--- src/rtl/pbk_out_fifo.sv ---
module pbk_out_fifo #(
	parameter int DW = 35
) (
	input  logic          clk,
	input  logic          arst_n,
	input  logic          push,
	input  logic [DW-1:0] din,
	output logic          ready,
	output logic          vld,
	input  logic          take,
	output logic [DW-1:0] dout
);

	logic [1:0]    cnt_q;
	logic [DW-1:0] head_q;
	logic [DW-1:0] tail_q;
	logic          pop;

	assign pop   = vld && take;
	assign ready = cnt_q != 2'd2;
	assign vld   = cnt_q != 2'd0;
	assign dout  = head_q;

	// occupancy
	always_ff @(posedge clk or negedge arst_n) begin
		if (!arst_n) begin
			cnt_q <= 2'd0;
		end else begin
			cnt_q <= cnt_q + 2'(push) - 2'(pop);
		end
	end

	// two entries, head drives the output
	always_ff @(posedge clk) begin
		if (pop && cnt_q == 2'd2) begin
			head_q <= tail_q;
		end else if (push && (cnt_q == 2'd0 || pop)) begin
			head_q <= din;
		end
		if (push && cnt_q == 2'd1 && !pop) begin
			tail_q <= din;
		end
	end

endmodule

--- config.mk ---
export PLATFORM = sky130hd
export DESIGN_NAME = pbk_out_fifo
export DESIGN_NICKNAME = d
export VERILOG_FILES = /design/src/rtl/pbk_out_fifo.sv
export SDC_FILE = /design/constraint.sdc
export NUM_CORES = 1
export LEC_CHECK = 0
export BUFFER_PORTS_ARGS = -buffer_cell sky130_fd_sc_hd__buf_2
export CAP_MARGIN = 20
export CORE_ASPECT_RATIO = 1.4
export CORE_UTILIZATION = 40
export CTS_BUF_LIST = sky130_fd_sc_hd__clkbuf_4 sky130_fd_sc_hd__clkbuf_8
export DETAILED_ROUTE_END_ITERATION = 12
export GPL_ROUTABILITY_DRIVEN = 1
export GPL_TIMING_DRIVEN = 1
export PLACE_DENSITY = 0.65
export SYNTH_ARGS = -nofsm -noshare
export SYNTH_HDL_FRONTEND = slang
export SYNTH_SLANG_ARGS = --single-unit
--- constraint.sdc ---
create_clock -name clk -period 5.1 [get_ports clk]
set_input_delay 0.765 -clock clk [delete_from_list [all_inputs] [get_ports clk]]
set_output_delay 0.765 -clock clk [all_outputs]
set_load 0.1 [all_outputs]
[Word level (Yosys, flattened, before mapping)]
Cells that the tools add are included.
Word-level totals
  bits in registers: 72
  word-level logic and storage cells: 20
  output and inout bits: 37
Cells by class
  reductions and logical operators: 10
  multiplexer cells: 2
  add/subtract/negate cells: 2
  equality and inequality tests: 3
Operators by type and width (count)
  $mux W35: 2
  $logic_and A1 B1 Y1: 5
  $reduce_bool A2 Y1: 2
  $add A2 B1 Y2: 1
  $eq A2 B1 Y1 const B: 1
  $eq A2 B2 Y1 const B: 1
  $logic_not A2 Y1: 1
  $ne A2 B2 Y1 const B: 1
  $sub A2 B1 Y2: 1
  $logic_not A1 Y1: 1
  $logic_or A1 B1 Y1: 1

[Longest topological paths before layout]
  depth after elaboration: 6
  gate-level depth with buffers: 8
  mapped depth without buffers: 7

[Least setup slack after synthesis]
No wires, ideal clock.
  path type: input to register
  start: input take
  end: register tail_q[0], enable pin
  slack: 0.074 ns
  data arrival time: 4.497 ns
  required time: 4.571 ns
  stages on the path: 1
  cells stage by stage: nor4b_1
On the way
  word-level cells in the longest chain between the ends: 3
Ends and longest elaborated chain
  start, declared: RTL line 10  | input logic take,
  $logic_and A1 B1 Y1: RTL line 19  | assign pop = vld && take;
  $logic_not A1 Y1: RTL line 40  | if (push && cnt_q == 2'd1 && !pop) begin
  $logic_and A1 B1 Y1: RTL line 40
  end signal, assigned: RTL line 41  | tail_q <= din;
  end, declared: RTL line 16  | logic [DW-1:0] tail_q;
Every way passes these cells.
A chain may end at the register's enable or synchronous reset.

[Worst setup path in the final report]
  start: register cnt_q[1]
  end: output vld
On the way
  word-level cells in the longest chain between the ends: 1
Ends and longest elaborated chain
  start, declared: RTL line 14  | logic [1:0] cnt_q;
  start signal, assigned: RTL line 29  | cnt_q <= cnt_q + 2'(push) - 2'(pop);
  $reduce_bool A2 Y1: RTL line 21  | assign vld = cnt_q != 2'd0;
  end, declared: RTL line 9  | output logic vld,
Every way passes these cells.

==> flow_summary.json <==
{
  "status": "completed",
  "fp.dieW_um": 72.9,
  "synthFlopType": "edfxtp_1",
  "fin_crit_sh_pct": 43.3,
  "synth-edff-count": 70,
  "reg2reg_depth": 7,
  "ff2ff_setup_slack_ns": 3.26,
  "final-setup-viol-count": 0,
  "track_usage_pct": 12.9,
  "cpPeakStageDelay_ns": 0.48,
  "syn_inst": 125,
  "port_buffers": 75,
  "critPathKind": "flip-flop to primary output",
  "ff_latch_area_um2": 2150,
  "antenna_cells": 0,
  "drive_above_1_share_pct": 61.4,
  "reg2reg_from": "cnt_q[1]$_DFF_PN0_",
  "async_flop_share_pct": 2.78,
  "cts_buffer_depth": 2,
  "post_cts_buffers": 0,
  "p_seq_share_pct": 38.3,
  "min_period_ns": 2.21,
  "synth_commonest_cells": "edfxtp_1 (70), mux2_4 (30), mux2_2 (5)",
  "drv_cap": 0,
  "cts_max_level": 3,
  "synth.largest_area_cell": "edfxtp_1",
  "multi_input_area_um2": 631,
  "hold_violations": 0,
  "p_per_area_nw_per_um2": 627,
  "wirelength_um": 4390,
  "drt_iter0_markers": 57,
  "endpoint_kind": "primary output",
  "dieArea_um2": 7380,
  "place_congestion": 0.665,
  "hpwl_um": 2870,
  "grt_overflow": 0,
  "ir_drop_v": 0.000474,
  "drtAntennaViolNets": 0,
  "wl_per_cell_um": 14.3,
  "syn_avg_cell_area_um2": 22.5,
  "cts_tree": "yes",
  "vias": 1357,
  "antenna_found_initial": 0,
  "synth.cell_area_um2": 2810,
  "cts_resized": 0,
  "worstSetupStartpointType": "flip-flop",
  "clk_latency_ns": 0.33,
  "synth_seq_area_share_pct": 76.5,
  "ys_types": 16,
  "power_mw": 2.19,
  "p_sw_uw": 994,
  "viasPerCell": 4.42,
  "ctsHoldBuffers": 0,
  "clock-sinks": 72,
  "synth_warnings": 0,
  "grt_pass1_wl_um": 6730,
  "maxSlewViolCount": 0,
  "die_h_um": 101,
  "syn_nets": 166,
  "syn_to_final_growth_pct": 24.1,
  "cp_data_required_time_ns": 4.34,
  "min_path_type": "input port to asynchronous set/reset pin",
  "fillers": 559,
  "fmax_ghz": 0.453,
  "root_buffer": "clkbuf_8",
  "power_frac_comb_pct": 44.2,
  "final.setup.tns_ns": 0,
  "nNetsFinal": 251,
  "io_pins": 76,
  "core.rowCount": 35,
  "start_util_pct": 42.0,
  "crit_fanout": 6,
  "dr.pass1.iters": 4,
  "relSlewSlack_pct": 54.3,
  "intPower_mw": 1.19,
  "synth.most_common_cell": "edfxtp_1",
  "drc_errors": 0,
  "synth-seq-cells": 72,
  "rsz0062_at_grt": "false",
  "swShare_pct": 45.4,
  "synth_top_area_share_pct": 74.7,
  "grt_start_max_net_pins": 36,
  "grt_pass1_vias": 1375,
  "clk_pin_slew_ns": 0.07,
  "power.leakage_nw": 1.45,
  "slowest_stage": "dfrtp_1",
  "rr_endpoint": "cnt_q[1]$_DFF_PN0_",
  "numCtsBuffers": 9,
  "cp.arrival_ns": 1.44,
  "core-area_um2": 6700,
  "fin_worst_skew_ns": 0.00918,
  "yosys-top-cells-area": "edfxtp_1 (75%), mux2_4 (16%), mux2_2 (2.0%)",
  "clkPwrFrac_pct": 17.5,
  "worstPathCellList": "or2_2, buf_2",
  "worstMarginPinSlew_ns": 0.685
}
[state kept, by name (all words and copies together) (netlist names)]
name,flops
dout,35
tail_q,35
cnt_q,2
[power groups by stage]
stage / Clock (mW) / Sequential (mW) / Combinational (mW)
4_1_cts: 0.397 / 0.842 / 0.960
5_1_grt: 0.421 / 0.848 / 1.00
3_3_place_gp: 0 / 0.851 / 0.952
2_1_floorplan: 0 / 1.39 / 0.296
3_5_place_dp: 0 / 0.854 / 0.958
6_report: 0.383 / 0.837 / 0.968
[per-layer routing]
layer	track usage [%]	vias to the layer above	share of wire [%]
li1	-	659	-
met3	6.77	5	6.0
met4	5.43	0	1.0
met1	14.4	649	41
met5	0	-	0
met2	20.7	44	52
[how the worst max path moves through the flow]
stage / startpoint / endpoint / slack (ns) / depth (start not counted)
floorplan: take / tail_q[0]$_DFFE_PP_ / 0.07 / 1
detailed placement: take / dout[4]$_DFFE_PP_ / 2.72 / 3
global placement: take / dout[11]$_DFFE_PP_ / 2.78 / 3
global route: cnt_q[1]$_DFF_PN0_ / vld / 2.82 / 2
CTS: cnt_q[1]$_DFF_PN0_ / vld / 2.87 / 2
finish: cnt_q[1]$_DFF_PN0_ / vld / 2.89 / 2
[through the flow]
stage          utilization (%)  setup slack, ns  hold WS, ns  instances  area (µm²)
2_1_floorplan                -           0.0742        0.469        125        2810
3_3_place_gp              49.2             2.78        0.530        290        3300
3_5_place_dp              49.2             2.72        0.534        290        3300
4_1_cts                   51.7             2.87        0.187        306        3460
5_1_grt                   52.1             2.82        0.180        307        3490
6_report                  52.1             2.89        0.208        307        3490
[critical path, delay by kind of cell (launching register included)]
family	cells	cell delay (ns)
DFF	1	0.48
and+or+nand+nor	1	0.34
buffers and inverters	1	0.30
[cells by family after synthesis]
group	count (synthesis)	share of synthesized area [%]
AOI/OAI and AO/OA	1	0.178
xor gates and xnor gates	2	0.623
adders and majority gates	2	0.889
buffers and inverters	6	1.73
DFF	72	76.5
muxes	36	18.4
and+or+nand+nor	6	1.73
[area by class of cell]
| class | instances | share of cell area, % |
|---|---|---|
| multi-input combinational | 47 | 18.1 |
| tap | 92 | 3.30 |
| clock inverter | 4 | 0.609 |
| timing repair buffer | 78 | 12.0 |
| clock buffer | 12 | 4.19 |
| inverter | 2 | 0.215 |
| sequential | 72 | 61.6 |
[cells in the final DEF (no fill, tap or decap), drive strengths merged]
cell and instances:
buf 78, edfxtp 70, mux2 35, clkbuf 12, clkinv 3, inv 2
nand2 2, xnor2 2, ha 2, dfrtp 2, nand3b 1, or2 1
and2 1, nor4b 1, mux2i 1, o21ai 1, clkinvlp 1
(Power assumes the default switching activity.)
