==> config.mk <==
export PLATFORM = sky130hd
export DESIGN_NAME = pbk_div_cell
export DESIGN_NICKNAME = d
export VERILOG_FILES = /design/src/rtl/pbk_pkg.sv /design/src/rtl/pbk_div_cell.sv
export SDC_FILE = /design/constraint.sdc
export NUM_CORES = 1
export LEC_CHECK = 0
export BUFFER_PORTS_ARGS = -buffer_cell sky130_fd_sc_hd__buf_2
export CELL_PAD_IN_SITES_DETAIL_PLACEMENT = 0
export CELL_PAD_IN_SITES_GLOBAL_PLACEMENT = 1
export CORE_MARGIN = 4
export CORE_UTILIZATION = 39
export DETAILED_ROUTE_END_ITERATION = 16
export PLACE_DENSITY_LB_ADDON = 0.2
export SLEW_MARGIN = 20
export SYNTH_ARGS = -nofsm -noshare
export SYNTH_HDL_FRONTEND = slang
export SYNTH_SLANG_ARGS = --single-unit
export TNS_END_PERCENT = 20
==> constraint.sdc <==
create_clock -name clk -period 0.93 [get_ports clk]
set_input_delay 0 -clock clk [delete_from_list [all_inputs] [get_ports clk]]
set_output_delay 0 -clock clk [all_outputs]
set_load 0.02 [all_outputs]
==> src/rtl/pbk_pkg.sv <==
package pbk_pkg;

	// default coordinate format
	localparam int COORD_BITS_DEF    = 32;
	localparam int FRACTION_BITS_DEF = 16;

	// reciprocal of the near-linear threshold
	localparam int                  EPS_INV_W = 37;
	localparam logic [EPS_INV_W-1:0] EPS_INV  = 37'd100000000000;

	// result kind codes
	typedef enum logic [2:0] {
		KIND_QUAD   = 3'd0,
		KIND_ON1    = 3'd1,
		KIND_ON2    = 3'd2,
		KIND_LIN    = 3'd3,
		KIND_NOROOT = 3'd4,
		KIND_SAT    = 3'd5
	} kind_t;

	// control of one pipeline cell
	typedef struct packed {
		logic en;
		logic vld;
	} cell_ctl_t;

endpackage

==> src/rtl/pbk_div_cell.sv <==
module pbk_div_cell #(
	parameter int NDW = 103,
	parameter int DDW = 68,
	parameter int QB  = 33,
	parameter int BIT = 0,
	parameter int SW  = 8
) (
	input  logic                clk,
	input  logic                arst_n,
	input  pbk_pkg::cell_ctl_t  ctl_i,
	input  logic [NDW-1:0]      rem_i,
	input  logic [DDW-1:0]      den_i,
	input  logic [QB-1:0]       q_i,
	input  logic [SW-1:0]       side_i,
	output logic                vld_o,
	output logic [NDW-1:0]      rem_o,
	output logic [DDW-1:0]      den_o,
	output logic [QB-1:0]       q_o,
	output logic [SW-1:0]       side_o
);

	logic [NDW-1:0] trial;
	logic           take;
	logic [QB-1:0]  q_nx;

	// one restoring quotient bit
	assign trial = NDW'(den_i) << BIT;
	assign take  = rem_i >= trial;

	always_comb begin
		q_nx      = q_i;
		q_nx[BIT] = take;
	end

	// valid bit
	always_ff @(posedge clk or negedge arst_n) begin
		if (!arst_n) begin
			vld_o <= 1'b0;
		end else if (ctl_i.en) begin
			vld_o <= ctl_i.vld;
		end
	end

	// partial remainder, quotient and sideband
	always_ff @(posedge clk) begin
		if (ctl_i.en) begin
			rem_o  <= take ? (rem_i - trial) : rem_i;
			den_o  <= den_i;
			q_o    <= q_nx;
			side_o <= side_i;
		end
	end

endmodule

== Word level (Yosys, flattened, before mapping) ==
Index checks and enable logic that the tools add are counted.
Widths: inputs -> output; s select.
Word-level totals
  flip-flop bits (word level): 213
  input port bits: 216
Cells by class
  add/subtract/negate cells: 1
  magnitude comparators: 1
  multiplexer cells: 1
Operators with widths (number)
  $ge 103x68->1: 1
  $mux 103: 1
  $sub 103x68->103: 1

== Depth between registers and ports, before layout ==
  word-level depth: 2
  mapped depth: 14
  gate-level depth less buffers: 14

== Least setup slack after synthesis ==
No wires, ideal clock.
  path kind: input port to flip-flop
  start: input rem_i[0]
  end: register rem_o[102], data pin
  library setup time: 0.279 ns
  arrival time: 2.574 ns
  data required time: 0.651 ns
  slack: -1.924 ns
  stages on the path: 14
  buffers on the path: 0
  path through: inv_1 ha_1 inv_1 fa_1 a211oi_1 o21bai_1 nand2_1 a311oi_1 nor3_2 o32ai_1 nor4b_2 nor2_1 a2111oi_0 xor2_1
On the way
  cells in the longest elaborated chain, start to end: 2
RTL lines
  start: declaration: line pbk_div_cell.sv:11  | input logic [NDW-1:0] rem_i,
  $sub 103x68->103 / $ge 103x68->1 (equally long branches): line pbk_div_cell.sv:47, pbk_div_cell.sv:28
  $mux 103 (*): line pbk_div_cell.sv:47  | rem_o <= take ? (rem_i - trial) : rem_i;
  end signal: assignment: line pbk_div_cell.sv:47
  end: declaration: line pbk_div_cell.sv:16  | output logic [NDW-1:0] rem_o,
Every way passes the cells marked *; elsewhere a longest branch is shown, timed or not.
A chain may end at the register's enable or synchronous reset.

== Final worst setup path ==
  start: input rem_i[0]
  end: register rem_o[98], data pin
Same word-level chain as after synthesis.

==> results by stage <==
Status:
- The run finished, with violations left.
- The checks that failed: negative hold slack, negative setup slack.

GRT:
- The number of antenna violations at the first check in global routing is 6.
- The overflow left after global routing is 0.
- The pin count of the biggest net entering global routing is between 40 and 50.
- The first global-routing pass estimated 84300 um of wire.
- The number of global-route vias before repair is 15400.
- In the global route stage, overall resource usage came out at 0.292.

Synth:
- The number of nets in the synthesized netlist is roughly 1600.
- Yosys attributes the largest share of cell area to sky130_fd_sc_hd__edfxtp_1, sky130_fd_sc_hd__ha_1, sky130_fd_sc_hd__a21oi_1.
- The number of synthesized register bits is roughly 210.
- The count of distinct cell types in the synthesized netlist is 82.
- Of the total synthesized cell area, the portion taken by AND, OR, NAND and NOR gates is 0.147.
- The area of the mapped netlist is 13100 um^2.
- The number of enable-type register cells in the synthesized netlist is 212.
- The average instance in the mapped netlist occupies between 10 and 15 um^2.
- Of the total synthesized cell area, the portion taken by full adders, half adders and majority gates is 0.0667.
- The main combinational cell family by area after synthesis is compound AO/OA/AOI/OAI gates.
- The share of the synthesized area in the top cell type is 0.488.
- Summed over all instances, the cell type with the most area after synthesis is sky130_fd_sc_hd__edfxtp_1.
- The multiplexer share of the synthesized area is 0.0172.
- The parity-gate share of the synthesized area counting xor and xnor cells is 0.0671.
- The top flip-flop cell by instance count after synthesis is sky130_fd_sc_hd__edfxtp_1.
- The sequential area share after synthesis is 0.490.
- Yosys printed 0 warnings.
- The post-synthesis compound-gate area fraction came to 0.171.
- In the synthesized netlist, the number of instances is 1276.
- The proportion of synthesized flip-flops having asynchronous set or reset is 0.00469.

Detailed routing:
- In this run the remaining antenna-violating nets after routing total 0.
- The routed design has 59700 um of wire.
- The detailed-router iteration count before antenna repair is 5.
- The routed layout has 15100 vias.
- The average wire per cell in the routed design is 20.6 um.
- After detailed routing, the number of remaining DRC violations is 0.
- After detailed routing, the number of vias per cell comes to 5.21.
- The detailed router's first-iteration violation count is about 980.

STA:
- Static timing analysis puts the maximum clock frequency at about 380 MHz.
- In the finished design, the share of the clock period the worst path needs comes to 2.83.
- The headroom to the max-slew limit is 0.586.
- The final sum of negative setup slack is -183.89 ns.
- The slew at the pin with the worst max-slew slack is roughly 0.6 ns.
- The total setup violations reported at the end of the flow is roughly 320.
- Final hold analysis gives a worst-case slack of -0.337 ns.
- The number of pins exceeding their max-slew limit in the final report is 0.
- The setup slack of the critical path after layout is -1.70 ns.
- The time the worst path needs with I/O delays and setup is 2.63 ns.
- Setup repair after global routing could not meet its margin everywhere.
- The number of hold violations in the final report came to 2.
- The final clock skew is 0 ns.

Die:
- The core region is about 33000 um^2.
- The number of core rows is 66.
- The initial utilization of the core area, before any placement, comes to 0.398.
- The horizontal extent of the die is 191 um.
- The die covers between 30000 and 40000 um^2.
- In this run the vertical extent of the chip is about 190 um.
- Pin placement for this block handled 429 I/O pins.

Setup path:
- STA classifies the critical path endpoint as a flip-flop.
- The worst setup path is launched from an input port.
- The data required time at the worst endpoint is 1.21 ns.
- The launch point of the worst reg-to-reg path is vld_o.
- The endpoint arrival time on the critical path is 2.91 ns.
- The most critical setup path has its startpoint at rem_i[0].
- By startpoint and endpoint, the worst setup path is classified as in2reg.
- Of all nets on the critical path, the largest fanout is 2.

CTS:
- The TritonCTS clock tree is built.
- In this run, post-CTS hold repair placed about 210 buffers.
- In this run the number of H-tree levels came out at 1.
- The clock-pin transition on the worst setup and hold timing paths is approximately 0.06 ns.
- The number of sinks on the clock net is ~210.
- The maximum number of buffers from clock root to sink is 3.
- The worst-skew pair later-pin latency is 0.55 ns.
- The TritonCTS buffer count is 25.
- In this run the clock root is driven by a sky130_fd_sc_hd__clkbuf_16.

Power and ir drop:
- The proportion of total power due to net switching is 0.314.
- Across the VDD grid, the largest voltage drop is 1650 uV.
- Of the total power, combinational logic draws 0.363.
- The internal power of the cells totals 24.4 mW.
- Of the total power, registers draw 0.342.
- The clock share of power is 0.296.
- For this design the total switching power over the nets is 11.2 mW.
- In this run the static leakage power is 11.2 nW.
- The power per standard cell area is 1380 nW/um^2.

Placed design:
- The HPWL after detailed placement is 40100 um.
- The number of buffers inserted by port buffering is 427.
- The cell count after placement is 2559.
- In this run the cell area measured after placement is 19700 um^2.
- At the end of routability-driven placement, the weighted congestion stood at about 0.95.

Layout:
- The post-synthesis to final-layout area growth is 97.8%.
- The count of placed standard cells in the final layout, fillers left out is 2899.
- The post-layout utilization of the core is 0.788.
- In the final layout, the share of cells above drive strength 1 is 0.550.
- For this run, the post-layout net count is 2723.
- The top cell types in the final layout, fill and taps aside, are sky130_fd_sc_hd__buf_4, sky130_fd_sc_hd__buf_2, sky130_fd_sc_hd__edfxtp_1, sky130_fd_sc_hd__dlygate4sd3_1, sky130_fd_sc_hd__a21oi_1.
- After routing the design area is 25800 um^2.
- Leaving out fill and tap cells, the most frequent cell in the layout is sky130_fd_sc_hd__buf_4.

Run:
- The tool flagged a number of max-cap violations equal to 0.

Worst hold path:
- The critical hold path startpoint is den_i[0].
- The path type of the worst min-delay path is in2reg.
## through the flow
stage	power [mW]	setup slack, ns
detailed placement	22.4	-2.44
global route	37.1	-1.83
floorplan	17.4	-1.72
CTS	34.4	-1.62
global placement	22.4	-2.42
finish	35.6	-1.70
## worst paths after layout
path	to	cells after the start	slack (ns)
max	rem_o[98]	16	-1.70
min reg2reg	vld_o	1	0.54
min in group asynchronous	vld_o	3	0.30
min	den_o[0]	1	-0.34
max in group asynchronous	vld_o	3	0.52
max reg2reg	vld_o	1	0.17
## registers in the layout, summed over array words and instances (netlist names)
register  flops
vld_o         1
rem_o       103
side_o        8
den_o        68
q_o          33
## synth_stat cells, types with 4 or more instances
cell and count:
sky130_fd_sc_hd__nand2b_1 11, sky130_fd_sc_hd__xnor2_1 54, sky130_fd_sc_hd__o211ai_1 13, sky130_fd_sc_hd__xor2_1 46
sky130_fd_sc_hd__a21boi_0 7, sky130_fd_sc_hd__a2111oi_0 4, sky130_fd_sc_hd__and2_1 4, sky130_fd_sc_hd__o21ai_0 50
sky130_fd_sc_hd__nand3_1 22, sky130_fd_sc_hd__nor2b_1 5, sky130_fd_sc_hd__a211oi_1 15, sky130_fd_sc_hd__o2111ai_1 4
sky130_fd_sc_hd__o31ai_1 7, sky130_fd_sc_hd__buf_2 9, sky130_fd_sc_hd__o21a_1 8, sky130_fd_sc_hd__clkbuf_1 44
sky130_fd_sc_hd__nor4_1 21, sky130_fd_sc_hd__o21bai_1 18, sky130_fd_sc_hd__o21ai_1 4, sky130_fd_sc_hd__or4_1 9
sky130_fd_sc_hd__edfxtp_1 212, sky130_fd_sc_hd__a21oi_1 140, sky130_fd_sc_hd__a31oi_1 10, sky130_fd_sc_hd__nand2_1 84
sky130_fd_sc_hd__ha_1 68, sky130_fd_sc_hd__nand4_1 27, sky130_fd_sc_hd__nor2_1 127, sky130_fd_sc_hd__mux2_2 19
sky130_fd_sc_hd__nor3_1 29, sky130_fd_sc_hd__or3_1 12, sky130_fd_sc_hd__inv_1 87, sky130_fd_sc_hd__and3_1 5
sky130_fd_sc_hd__a21o_1 31
## cell type report
cell class	instances	area (um^2)
diodes	1	2.50
clock buffers	27	633
clock inverters	18	236
fillers	2115	6960
inverters	87	392
multi-input cells	922	8410
flip-flops and latches	213	6390
well taps	442	553
repair buffers	1189	9210
## power groups by stage
stage | Clock [mW] | Sequential, mW | Combinational (mW)
2_1_floorplan | 0 | 13.7 | 3.67
3_3_place_gp | 0 | 12.3 | 10.0
3_5_place_dp | 0 | 12.3 | 10.1
4_1_cts | 10.6 | 12.1 | 11.7
5_1_grt | 11.2 | 12.2 | 13.7
6_report | 10.5 | 12.2 | 12.9
## metal layers
metal,track usage,vias to the layer above,part of all wire
li1,-,7083,-
met1,0.362,7271,0.39
met2,0.537,581,0.51
met3,0.0455,158,0.063
met4,0.0680,10,0.037
met5,0,-,0.0013
## kinds of logic (layout without fill, tap and decap cells)
logic type,count (synthesis),count (layout)
muxes,20,20
AOI/OAI and AO/OA,350,350
and+or+nand+nor,383,383
other,0,1
adders and majority gates,69,69
DFF,213,213
xor gates and xnor gates,100,100
buffers and inverters,141,1321
## worst max-delay path, cell delays in order
cell and delay [ns]:
sky130_fd_sc_hd__buf_12 0.11, sky130_fd_sc_hd__inv_12 0.04, sky130_fd_sc_hd__ha_4 0.13, sky130_fd_sc_hd__inv_2 0.03, sky130_fd_sc_hd__fa_2 0.36, sky130_fd_sc_hd__a211oi_4 0.29, sky130_fd_sc_hd__o21bai_2 0.12, sky130_fd_sc_hd__nand2_2 0.14
sky130_fd_sc_hd__a311oi_4 0.12, sky130_fd_sc_hd__nor3_4 0.34, sky130_fd_sc_hd__o32ai_4 0.18, sky130_fd_sc_hd__nor4b_2 0.27, sky130_fd_sc_hd__buf_4 0.18, sky130_fd_sc_hd__o31ai_4 0.07, sky130_fd_sc_hd__a2111oi_4 0.40, sky130_fd_sc_hd__xor2_1 0.11
## timing repair
action,CTS,global route
gates resized for setup,180,272
buffers inserted,42,32
hold endpoints to repair,323,2
pin swaps,60,64
gates cloned,8,7
setup endpoints to repair,317,341
(Power assumes the default switching activity.)
